## src/rtl/kfc_pkg.sv

```systemverilog
// package: sizes, operation and status codes, result type and helpers for the keyed fifo
package kfc_pkg;

  localparam int DEPTH = 16;
  localparam int AW    = (DEPTH > 1) ? $clog2(DEPTH) : 1;
  localparam int CNT_W = $clog2(DEPTH + 1);
  localparam int OP_W  = 3;
  localparam int DW    = 64;
  localparam int ST_W  = 2;
  localparam int OCC_W = 5;

  localparam logic [OP_W-1:0] OP_PUSH   = 3'd0;
  localparam logic [OP_W-1:0] OP_POP    = 3'd1;
  localparam logic [OP_W-1:0] OP_UPDATE = 3'd2;
  localparam logic [OP_W-1:0] OP_CANCEL = 3'd3;
  localparam logic [OP_W-1:0] OP_CLEAR  = 3'd4;

  localparam logic [ST_W-1:0] STAT_OK        = 2'd0;
  localparam logic [ST_W-1:0] STAT_EMPTY     = 2'd1;
  localparam logic [ST_W-1:0] STAT_NOT_FOUND = 2'd2;
  localparam logic [ST_W-1:0] STAT_FULL      = 2'd3;

  typedef struct packed {
    logic [ST_W-1:0]  status;
    logic [DW-1:0]    value;
    logic [OCC_W-1:0] occupancy;
  } res_t;

  // ring slot of a logical position, both below DEPTH
  function automatic logic [AW-1:0] kfc_phys(input logic [AW-1:0] head,
                                             input logic [AW-1:0] pos);
    logic [AW:0] s;
    s = {1'b0, head} + {1'b0, pos};
    if (s >= (AW+1)'(DEPTH)) begin
      s = s - (AW+1)'(DEPTH);
    end
    return s[AW-1:0];
  endfunction

  // entry count masked to the occupancy width
  function automatic logic [OCC_W-1:0] kfc_occ(input logic [CNT_W-1:0] cnt);
    logic [CNT_W+OCC_W-1:0] e;
    e = (CNT_W+OCC_W)'(cnt);
    return e[OCC_W-1:0];
  endfunction

endpackage

```

## src/rtl/kfc_ram.sv

```systemverilog
// entry store: one write port, one read port with registered read data
module kfc_ram #(
  parameter int DEPTH_P = 16,
  parameter int DATA_W  = 64
) (
  input  logic                                         clk,
  input  logic                                         we,
  input  logic [((DEPTH_P > 1) ? $clog2(DEPTH_P) : 1)-1:0] waddr,
  input  logic [DATA_W-1:0]                            wdata,
  input  logic [((DEPTH_P > 1) ? $clog2(DEPTH_P) : 1)-1:0] raddr,
  output logic [DATA_W-1:0]                            rdata
);

  logic [DATA_W-1:0] mem [DEPTH_P];

  always_ff @(posedge clk) begin
    if (we) begin
      mem[waddr] <= wdata;
    end
  end

  always_ff @(posedge clk) begin
    rdata <= mem[raddr];
  end

endmodule

```

## src/rtl/kfc_seq.sv

```systemverilog
// sequencer: ring pointers, search compare and gap-closing shift over the entry store
module kfc_seq
  import kfc_pkg::*;
(
  input  logic            clk,
  input  logic            rst_n,
  input  logic            in_valid,
  output logic            in_stall,
  input  logic [OP_W-1:0] in_op,
  input  logic [DW-1:0]   in_key,
  input  logic [DW-1:0]   in_new_value,
  output logic            res_valid,
  input  logic            res_ready,
  output res_t            res
);

  localparam logic [2:0] S_IDLE  = 3'd0;
  localparam logic [2:0] S_POP   = 3'd1;
  localparam logic [2:0] S_SRCH  = 3'd2;
  localparam logic [2:0] S_SHIFT = 3'd3;
  localparam logic [2:0] S_DONE  = 3'd4;

  logic [2:0]       state_r, state_nxt;
  logic [OP_W-1:0]  op_r, op_nxt;
  logic [DW-1:0]    key_r, key_nxt;
  logic [DW-1:0]    nv_r, nv_nxt;
  logic [AW-1:0]    head_r, head_nxt;
  logic [CNT_W-1:0] count_r, count_nxt;
  logic [AW-1:0]    pidx_r, pidx_nxt;
  logic [AW-1:0]    widx_r, widx_nxt;
  logic [ST_W-1:0]  status_r, status_nxt;
  logic [DW-1:0]    value_r, value_nxt;

  logic             we;
  logic [AW-1:0]    waddr;
  logic [DW-1:0]    wdata;
  logic [AW-1:0]    raddr;
  logic [DW-1:0]    rdata;
  logic             hit;
  logic             in_fire;

  kfc_ram #(.DEPTH_P(DEPTH), .DATA_W(DW)) u_ram (
    .clk   (clk),
    .we    (we),
    .waddr (waddr),
    .wdata (wdata),
    .raddr (raddr),
    .rdata (rdata)
  );

  assign in_stall  = (state_r != S_IDLE);
  assign in_fire   = in_valid && !in_stall;
  assign hit       = (rdata == key_r);
  assign res_valid = (state_r == S_DONE);
  assign res.status    = status_r;
  assign res.value     = value_r;
  assign res.occupancy = kfc_occ(count_r);

  always_comb begin
    state_nxt  = state_r;
    op_nxt     = op_r;
    key_nxt    = key_r;
    nv_nxt     = nv_r;
    head_nxt   = head_r;
    count_nxt  = count_r;
    pidx_nxt   = pidx_r;
    widx_nxt   = widx_r;
    status_nxt = status_r;
    value_nxt  = value_r;
    we         = 1'b0;
    waddr      = kfc_phys(head_r, widx_r);
    wdata      = rdata;
    raddr      = head_r;

    unique case (state_r)
      S_IDLE: begin
        if (in_valid) begin
          op_nxt     = in_op;
          key_nxt    = in_key;
          nv_nxt     = in_new_value;
          status_nxt = STAT_OK;
          value_nxt  = '0;
          state_nxt  = S_DONE;
          unique case (in_op) inside
            OP_PUSH: begin
              if (count_r == CNT_W'(DEPTH)) begin
                status_nxt = STAT_FULL;
              end else begin
                we        = 1'b1;
                waddr     = kfc_phys(head_r, AW'(count_r));
                wdata     = in_key;
                count_nxt = count_r + CNT_W'(1);
              end
            end
            OP_POP: begin
              if (count_r == '0) begin
                status_nxt = STAT_EMPTY;
              end else begin
                raddr     = head_r;
                state_nxt = S_POP;
              end
            end
            OP_UPDATE, OP_CANCEL: begin
              if (count_r == '0) begin
                status_nxt = STAT_NOT_FOUND;
              end else begin
                raddr     = kfc_phys(head_r, AW'(count_r - CNT_W'(1)));
                pidx_nxt  = AW'(count_r - CNT_W'(1));
                state_nxt = S_SRCH;
              end
            end
            OP_CLEAR: begin
              count_nxt = '0;
              head_nxt  = '0;
            end
            default: begin
            end
          endcase
        end
      end
      S_POP: begin
        value_nxt = rdata;
        head_nxt  = kfc_phys(head_r, AW'(1));
        count_nxt = count_r - CNT_W'(1);
        state_nxt = S_DONE;
      end
      S_SRCH: begin
        if (hit) begin
          if (op_r == OP_UPDATE) begin
            we        = 1'b1;
            waddr     = kfc_phys(head_r, pidx_r);
            wdata     = nv_r;
            state_nxt = S_DONE;
          end else begin
            value_nxt = rdata;
            if (CNT_W'(pidx_r) + CNT_W'(1) == count_r) begin
              count_nxt = count_r - CNT_W'(1);
              state_nxt = S_DONE;
            end else begin
              raddr     = kfc_phys(head_r, pidx_r + AW'(1));
              widx_nxt  = pidx_r;
              state_nxt = S_SHIFT;
            end
          end
        end else if (pidx_r == '0) begin
          status_nxt = STAT_NOT_FOUND;
          state_nxt  = S_DONE;
        end else begin
          raddr    = kfc_phys(head_r, pidx_r - AW'(1));
          pidx_nxt = pidx_r - AW'(1);
        end
      end
      S_SHIFT: begin
        // move the entry behind the gap one slot toward the head
        we    = 1'b1;
        waddr = kfc_phys(head_r, widx_r);
        wdata = rdata;
        if (CNT_W'(widx_r) + CNT_W'(2) == count_r) begin
          count_nxt = count_r - CNT_W'(1);
          state_nxt = S_DONE;
        end else begin
          raddr    = kfc_phys(head_r, AW'(CNT_W'(widx_r) + CNT_W'(2)));
          widx_nxt = widx_r + AW'(1);
        end
      end
      S_DONE: begin
        if (res_ready) begin
          state_nxt = S_IDLE;
        end
      end
      default: begin
        state_nxt = S_IDLE;
      end
    endcase
  end

  always_ff @(posedge clk) begin
    if (!rst_n) begin
      state_r <= S_IDLE;
      head_r  <= '0;
      count_r <= '0;
    end else begin
      state_r <= state_nxt;
      head_r  <= head_nxt;
      count_r <= count_nxt;
    end
  end

  always_ff @(posedge clk) begin
    op_r     <= op_nxt;
    key_r    <= key_nxt;
    nv_r     <= nv_nxt;
    pidx_r   <= pidx_nxt;
    widx_r   <= widx_nxt;
    status_r <= status_nxt;
    value_r  <= value_nxt;
  end

  a_count_bound: assert property (@(posedge clk) disable iff (!rst_n)
    count_r <= CNT_W'(DEPTH))
    else $error("entry count above depth");

  a_head_bound: assert property (@(posedge clk) disable iff (!rst_n)
    {1'b0, head_r} < (AW+1)'(DEPTH))
    else $error("head pointer outside store");

  a_accept_busy: assert property (@(posedge clk) disable iff (!rst_n)
    in_fire |=> state_r != S_IDLE)
    else $error("accepted item did not start work");

  a_shift_inside: assert property (@(posedge clk) disable iff (!rst_n)
    state_r == S_SHIFT |-> CNT_W'(widx_r) + CNT_W'(2) <= count_r)
    else $error("shift beyond last entry");

  a_search_inside: assert property (@(posedge clk) disable iff (!rst_n)
    state_r == S_SRCH |-> CNT_W'(pidx_r) < count_r)
    else $error("search beyond last entry");

endmodule

```

## src/rtl/keyed_fifo_with_cancel.sv

```systemverilog
// keyed fifo with cancel: top level with sequencer and output register
//
//  channel  | valid     | stall      | payload
//  ---------+-----------+------------+-------------------------------------
//  input    | in_valid  | in_stall   | in_op, in_key, in_new_value
//  result   | out_valid | out_stall  | out_status, out_value, out_occupancy
//
//  push, clear and unused codes finish straight from idle, pop first reads the head entry
//  update compares entries from the newest back until a hit or past the oldest entry
//  cancel compares the same way, then moves the entries behind the hit to close the gap
//  work is serialised by the single read port of the entry store
//  reset is synchronous on rst_n and empties the queue at once
//  a finished result waits in the output register while the next item is taken
module keyed_fifo_with_cancel
  import kfc_pkg::*;
(
  input  logic             clk,
  input  logic             rst_n,
  input  logic             in_valid,
  output logic             in_stall,
  input  logic [OP_W-1:0]  in_op,
  input  logic [DW-1:0]    in_key,
  input  logic [DW-1:0]    in_new_value,
  output logic             out_valid,
  input  logic             out_stall,
  output logic [ST_W-1:0]  out_status,
  output logic [DW-1:0]    out_value,
  output logic [OCC_W-1:0] out_occupancy
);

  logic res_valid;
  logic res_ready;
  res_t res;
  logic out_valid_r, out_valid_nxt;
  res_t out_r, out_nxt;

  kfc_seq u_seq (
    .clk          (clk),
    .rst_n        (rst_n),
    .in_valid     (in_valid),
    .in_stall     (in_stall),
    .in_op        (in_op),
    .in_key       (in_key),
    .in_new_value (in_new_value),
    .res_valid    (res_valid),
    .res_ready    (res_ready),
    .res          (res)
  );

  assign res_ready = !out_valid_r || !out_stall;

  always_comb begin
    out_valid_nxt = out_valid_r;
    out_nxt       = out_r;
    if (res_ready) begin
      out_valid_nxt = res_valid;
      out_nxt       = res;
    end
  end

  always_ff @(posedge clk) begin
    if (!rst_n) begin
      out_valid_r <= 1'b0;
    end else begin
      out_valid_r <= out_valid_nxt;
    end
  end

  always_ff @(posedge clk) begin
    out_r <= out_nxt;
  end

  assign out_valid     = out_valid_r;
  assign out_status    = out_r.status;
  assign out_value     = out_r.value;
  assign out_occupancy = out_r.occupancy;

endmodule

```

## config.mk

```make
export PLATFORM = sky130hd
export DESIGN_NAME = keyed_fifo_with_cancel
export DESIGN_NICKNAME = d
export VERILOG_FILES = /design/src/rtl/kfc_pkg.sv /design/src/rtl/kfc_ram.sv /design/src/rtl/kfc_seq.sv /design/src/rtl/keyed_fifo_with_cancel.sv
export SDC_FILE = /design/constraint.sdc
export NUM_CORES = 2
export LEC_CHECK = 0
export ABC_AREA = 1
export BUFFER_PORTS_ARGS = -buffer_cell sky130_fd_sc_hd__buf_2
export CORE_MARGIN = 2
export CORE_UTILIZATION = 62
export DETAILED_ROUTE_END_ITERATION = 8
export GPL_ROUTABILITY_DRIVEN = 0
export PLACE_DENSITY = 0.88
export RECOVER_POWER = 50
export SYNTH_ARGS = -nofsm -noshare
export SYNTH_HDL_FRONTEND = slang
export SYNTH_SLANG_ARGS = --single-unit
```

## constraint.sdc

```tcl
create_clock -name clk -period 8.76 [get_ports clk]
set_input_delay 0.438 -clock clk [delete_from_list [all_inputs] [get_ports clk]]
set_output_delay 0.438 -clock clk [all_outputs]
set_load 0.1 [all_outputs]
```

=== After elaboration in Yosys (flattened, before gate mapping) ===
Memories as Yosys holds them, arrays and structs flattened. A register that Yosys moved wholly into a read port is not among the register bits.
Index checks and enable logic that the tools add are counted.

* Bits in registers: 289
* Bits in latches: 0
* Bits in writable memories: 1,024
* Memory bits (read-only): 0
* Input bits: 135
* Memories kept: 1

* Add/subtract/negate cells: 23
* Multipliers: 0
* Divide/modulo/power cells: 0
* Magnitude comparators: 8
* Equal/unequal tests: 30
* Shift-type cells: 0
* Multiplexer cells: 82
* Bitwise operators: 0
* Reduce and logical (&&, ||, !) cells: 22

{| class="wikitable"
|+ Memory list
! memory !! depth !! width !! rd ports !! clocked after memory_dff !! write ports !! line !! text
|-
| u_seq.u_ram.mem || 16 || 64 || 1 || 1 || 1 || kfc_ram.sv:14 || <nowiki>logic [DATA_W-1:0] mem [DEPTH_P];</nowiki>
|}

{| class="wikitable"
|+ Operator list
! kind !! number
|-
| 2-to-1 mux 64 bit || 8
|-
| one-hot mux 64 bit (3 select lines) || 1
|-
| 2-to-1 mux 4 bit || 32
|-
| one-hot mux 64 bit (2 select lines) || 1
|-
| == test 64 bit || 1
|-
| >= comparator 5 bit, second input constant || 8
|-
| subtractor 4 x 1 -> 4 bit, second input constant || 9
|-
| adder 4 x 4 -> 5 bit || 7
|-
| one-hot mux 4 bit (2 select lines) || 4
|-
| 2-to-1 mux 5 bit || 6
|-
| 2-to-1 mux 3 bit || 9
|-
| one-hot mux 5 bit (4 select lines) || 1
|-
| inequality test 2 bit, second input constant || 8
|-
| == test 3 x 2 -> 1 bit, second input constant || 5
|-
| one-hot mux 3 bit (5 select lines) || 1
|-
| inequality test 2 x 1 -> 1 bit, second input constant || 6
|-
| one-hot mux 4 bit (3 select lines) || 1
|-
| AND reduction 4 bit || 3
|-
| adder 4 x 1 -> 5 bit, second input constant || 2
|-
| == test 5 bit || 2
|-
| 2-to-1 mux 2 bit || 5
|-
| one-hot mux 5 bit (2 select lines) || 1
|-
| adder 4 x 1 -> 4 bit, second input constant || 2
|-
| 2-to-1 mux 1 bit || 8
|-
| 26 further kinds || 34
|}

=== Depth between registers and ports, before layout ===
* Word-level depth: 8
* Mapped depth: 24
* Gate-level depth less buffers: 22

=== Cells and area by module ===
Synthesis repeated with hierarchy kept, for this count alone.

* Cells, all modules: 5,915
* Area, all modules: 60,342.9 µm²

{| class="wikitable"
|+ By module, submodules not included
! module !! times used !! cells an instance !! area an instance (µm²)
|-
| kfc_ram || 1 || 4,210 || 45,285.9
|-
| kfc_seq || 1 || 1,629 || 12,882.4
|-
| keyed_fifo_with_cancel || 1 || 76 || 2,174.6
|}

=== Worst setup path after synthesis ===
No wires, ideal clock.

* Kind: register to register
* From: register u_seq.state_r[1]
* To: register u_seq.u_ram.rdata[49], read port of u_seq.u_ram.mem
* Setup time: 0.113 ns
* Data arrival time: 7.566 ns
* Setup slack: 1.081 ns
* Stages on the path, launching flop included: 15
* Cells stage by stage: dfxtp_1 > nor2_1 > nand2_1 > nor2_1 > a31oi_1 > nand2_1 > a21oi_1 > nand2_1 > nor2_1 > a21oi_1 > buf_2 > buf_2 > nand3_1 > nand3_1 > nand2_1

* Word-level cells in the longest chain between the ends: 2
* Elaborated cells between the ends (all ways): 4
* Those cells by class: eq/ne: 2; mux: 1; reduce/logical: 1

{| class="wikitable"
|+ Ends and longest elaborated chain
! what !! line !! text
|-
| start, declared || kfc_seq.sv:23 || <nowiki>logic [2:0] state_r, state_nxt;</nowiki>
|-
| start signal, assigned || kfc_seq.sv:183 || <nowiki>state_r <= state_nxt;</nowiki>
|-
| == test 3 x 2 -> 1 bit or zero test 3 bit (tied branches) || kfc_seq.sv:75 || <nowiki>unique case (state_r)</nowiki>
|-
| one-hot mux 4 bit (3 select lines) (*) || kfc_seq.sv:75 ||
|-
| end, declared || kfc_ram.sv:11 || <nowiki>output logic [DATA_W-1:0] rdata</nowiki>
|}

Mark *: on every way between the ends. The rest lies on a longest branch, timed or not.
A chain may end at the register's enable or synchronous reset.

=== Worst setup path in the final report ===
* From: register u_seq.u_ram.rdata[24], read port of u_seq.u_ram.mem
* To: register u_seq.value_r[3], enable pin

* Word-level cells in the longest chain between the ends: 3

{| class="wikitable"
|+ Ends and longest elaborated chain
! what !! line !! text
|-
| == test 64 bit || kfc_seq.sv:53 || <nowiki>assign hit = (rdata == key_r);</nowiki>
|-
| inequality test 2 x 1 -> 1 bit (no source line) || - ||
|-
| AND reduction 4 bit (no source line) || - ||
|-
| end signal, assigned || kfc_seq.sv:196 || <nowiki>value_r <= value_nxt;</nowiki>
|-
| end, declared || kfc_seq.sv:32 || <nowiki>logic [DW-1:0] value_r, value_nxt;</nowiki>
|}

No other way between the ends.

==> flow_metrics.env <==
export IMPL_synthArstFlopShare_pct=0
export IMPL_post_cts_buffers=0
export IMPL_dieWidth_um=313
export IMPL_die_area_um2=98000
export IMPL_cts_buffers_inserted=133
export IMPL_cts_root_buf="clkbuf_16"
export IMPL_cp_cell_sequence="inv_1, nand2_1, nand2_1, nor2_1, nand2_1, nor2_1, nand2_1, nor2_1, nand2_1, nor2_1, o31ai_1, nor2_1, clkbuf_2"
export IMPL_worstSetupPathType="reg -> reg"
export IMPL_antenna_found_initial=2
export IMPL_yosys_warnings=0
export IMPL_hold_path_class="in -> reg"
export IMPL_grt_pass1_vias=43344
export IMPL_status="complete, but fails checks"
export IMPL_end_kind="flip-flop"
export IMPL_ys_top_cells_by_area="edfxtp_1 66%, nand3_1 10%, nand2_1 7.0%, inv_1 5.0%, dfxtp_1 2.6%"
export IMPL_htree_levels=4
export IMPL_synth_distinct_cells=43
export IMPL_vias=43898
export IMPL_grt_setup_unrepaired="false"
export IMPL_yosys_area_top_type="edfxtp_1"
export IMPL_r2r_cells=13
export IMPL_wl_per_cell_um=22.9
export IMPL_fin_crit_sh_pct=80.0
export IMPL_crit_slowest_cell="nor2_1"
export IMPL_cts_sinks=1377
export IMPL_synth_edf_count=1300
export IMPL_multi_input_area_um2=14200
export IMPL_synth_seq_cells=1377
export IMPL_grt_usage_pct=32.4
export IMPL_ant_nets=0
export IMPL_ir_worst_vdd_v=0.000548
export IMPL_netlist_area_um2=59200
export IMPL_viasPerCell=6.23
export IMPL_overflow=0
export IMPL_worst_pin_slew_ns=4.64
export IMPL_final_cells=7046
export IMPL_min_path_cells=3
export IMPL_clk_pin_slew_ns=0.07
export IMPL_cts_tree="yes"
export IMPL_grt_max_degree=228
export IMPL_violations="design-rule violations, max-capacitance violations, max-slew violations"
export IMPL_setup_viol=0
export IMPL_first_pass_iters=9
export IMPL_finalSetupTns_ns=0
export IMPL_synth_most_common_cell="edfxtp_1"
export IMPL_slowest_delay_ns=2.71
export IMPL_num_io_pins=208
export IMPL_timing_hold_violations_final=0
export IMPL_max_freq_mhz=143
export IMPL_rows=113
export IMPL_finalPower_mw=27.0
export IMPL_drv_slew=663
export IMPL_fin_nets=5835
export IMPL_yosysSeqAreaShare_pct=68.5
export IMPL_nFillCells=5691
export IMPL_crit_fanout=34
export IMPL_detailed_place_hpwl_um=82500
export IMPL_finalWirelength_um=161000
export IMPL_layout_drive_gt1_share_pct=6.33
export IMPL_synth_top_cell_area_share_pct=65.9
export IMPL_clk_latency_ns=0.76
export IMPL_syn_nets=5568
export IMPL_leakage_nw=27.0
export IMPL_required_ns=9.11
export IMPL_drt_initial_drc_count=7762
export IMPL_die_h_um=313
export IMPL_synth_flop_cell="edfxtp_1"
export IMPL_initial_core_util_pct=62.4
export IMPL_synth_cells=5400
export IMPL_p_per_area_nw_per_um2=406
export IMPL_synth_commonest_cells="1,300 x edfxtp_1, 1,192 x nand3_1, 1,099 x nand2_1"
export IMPL_seq_area_um2=40600
export IMPL_grt_pass1_wl_um=243000
export IMPL_placed_cells=6666
export IMPL_fin_util_pct=70.1
export IMPL_coreArea_um2=94900
export IMPL_drc=3
export IMPL_clockBufferDepth=3
export IMPL_startpoint_type="flip-flop"
export IMPL_relSlewSlack_pct=-209
export IMPL_fin_skew_ns=0.0428
export IMPL_arrival_ns=7.36
export IMPL_syn_to_final_growth_pct=12.4
export IMPL_syn_area_per_cell_um2=11.0
export IMPL_io_buffers=207
export IMPL_fin_crit_ns=7.01
export IMPL_drv_cap=22
-- flip-flops by register name, summed over array words and instances (netlist names) --
register	count
u_seq.head_r	4
u_seq.state_r	3
u_seq.u_ram.mem	1024
u_seq.count_r	5
u_seq.key_r	64
out_occupancy	5
u_seq.nv_r	64
out_valid	1
u_seq.u_ram.rdata	64
u_seq.op_r	3
u_seq.widx_r	4
out_status	2
u_seq.pidx_r	4
u_seq.value_r	64
u_seq.status_r	2
out_value	64
-- logic make-up after synthesis --
family	synth area share [%]
compound gates	2.09
xor+xnor	0.606
fa+ha+maj	0.786
buf+inv	7.84
flops	68.5
simple gates	20.1
-- stage by stage --
stage / instance area, um2 / setup slack, ns / hold slack, ns
after floorplan: 59200 / 1.08 / 0.400
after global placement: 61300 / 3.22 / 0.401
after detailed placement: 61300 / 3.00 / 0.405
after CTS: 66900 / 2.94 / 0.0108
after global routing: 66500 / 1.50 / 0.0544
final: 66500 / 1.75 / 0.0349
-- power breakdown --
part           internal (mW)  switching, mW  leakage, nW
clock                   3.22           2.47         2.08
combinational           2.50           9.16         12.2
sequential              9.28          0.358         12.7
-- final cells by class --
cell class	instances	area share (%)
repair buffers	429	4.16
multi-input cells	2898	21.3
clock inverters	64	0.848
clock buffers	182	5.62
flip-flops and latches	1377	61.0
diodes	3	0.0113
well taps	1265	2.38
inverters	828	4.67
-- cells in the final DEF, fill, tap and decap left out, types with 25 or more instances in the layout --
cell type	n
nand2_1	1099
inv_2	33
buf_4	44
dlygate4sd3_1	131
nand3_1	1192
nand3b_1	135
o21ai_0	84
inv_1	794
dfxtp_1	77
buf_2	57
ha_1	26
clkbuf_1	223
xor2_1	27
a22oi_1	65
edfxtp_1	1300
clkinv_1	25
clkbuf_16	140
nor2_1	146
-- what timing repair did --
| action | 4_1_cts | 5_1_grt |
|---|---|---|
| hold buffers | 131 | 0 |
| gates resized for setup | 0 | 0 |
| hold endpoints to repair | 135 | 0 |
-- critical path: cells and delay by family (launching register included) --
kind | cells | cell delay (ns)
simple gates | 10 | 4.74
buf+inv | 2 | 1.33
flops | 1 | 0.35
compound gates | 1 | 0.12
-- routing by layer --
layer	share of wire [%]	vias up	GRT usage, %
met5	0.0081	-	0
met3	14	822	7.96
met4	6.0	2	17.9
met1	33	20369	41.0
met2	47	3938	51.7
li1	-	18767	-
-- final timing paths --
kind	startpoint	endpoint	slack [ns]
min reg2reg	u_seq.value_r[42]	out_value[42]	0.42
min	out_stall	u_seq.state_r[2]	0.03
max reg2reg	u_seq.u_ram.rdata[24]	u_seq.value_r[3]	1.75
max	u_seq.u_ram.rdata[24]	u_seq.value_r[3]	1.75
Power figures use the tool's default switching activity.
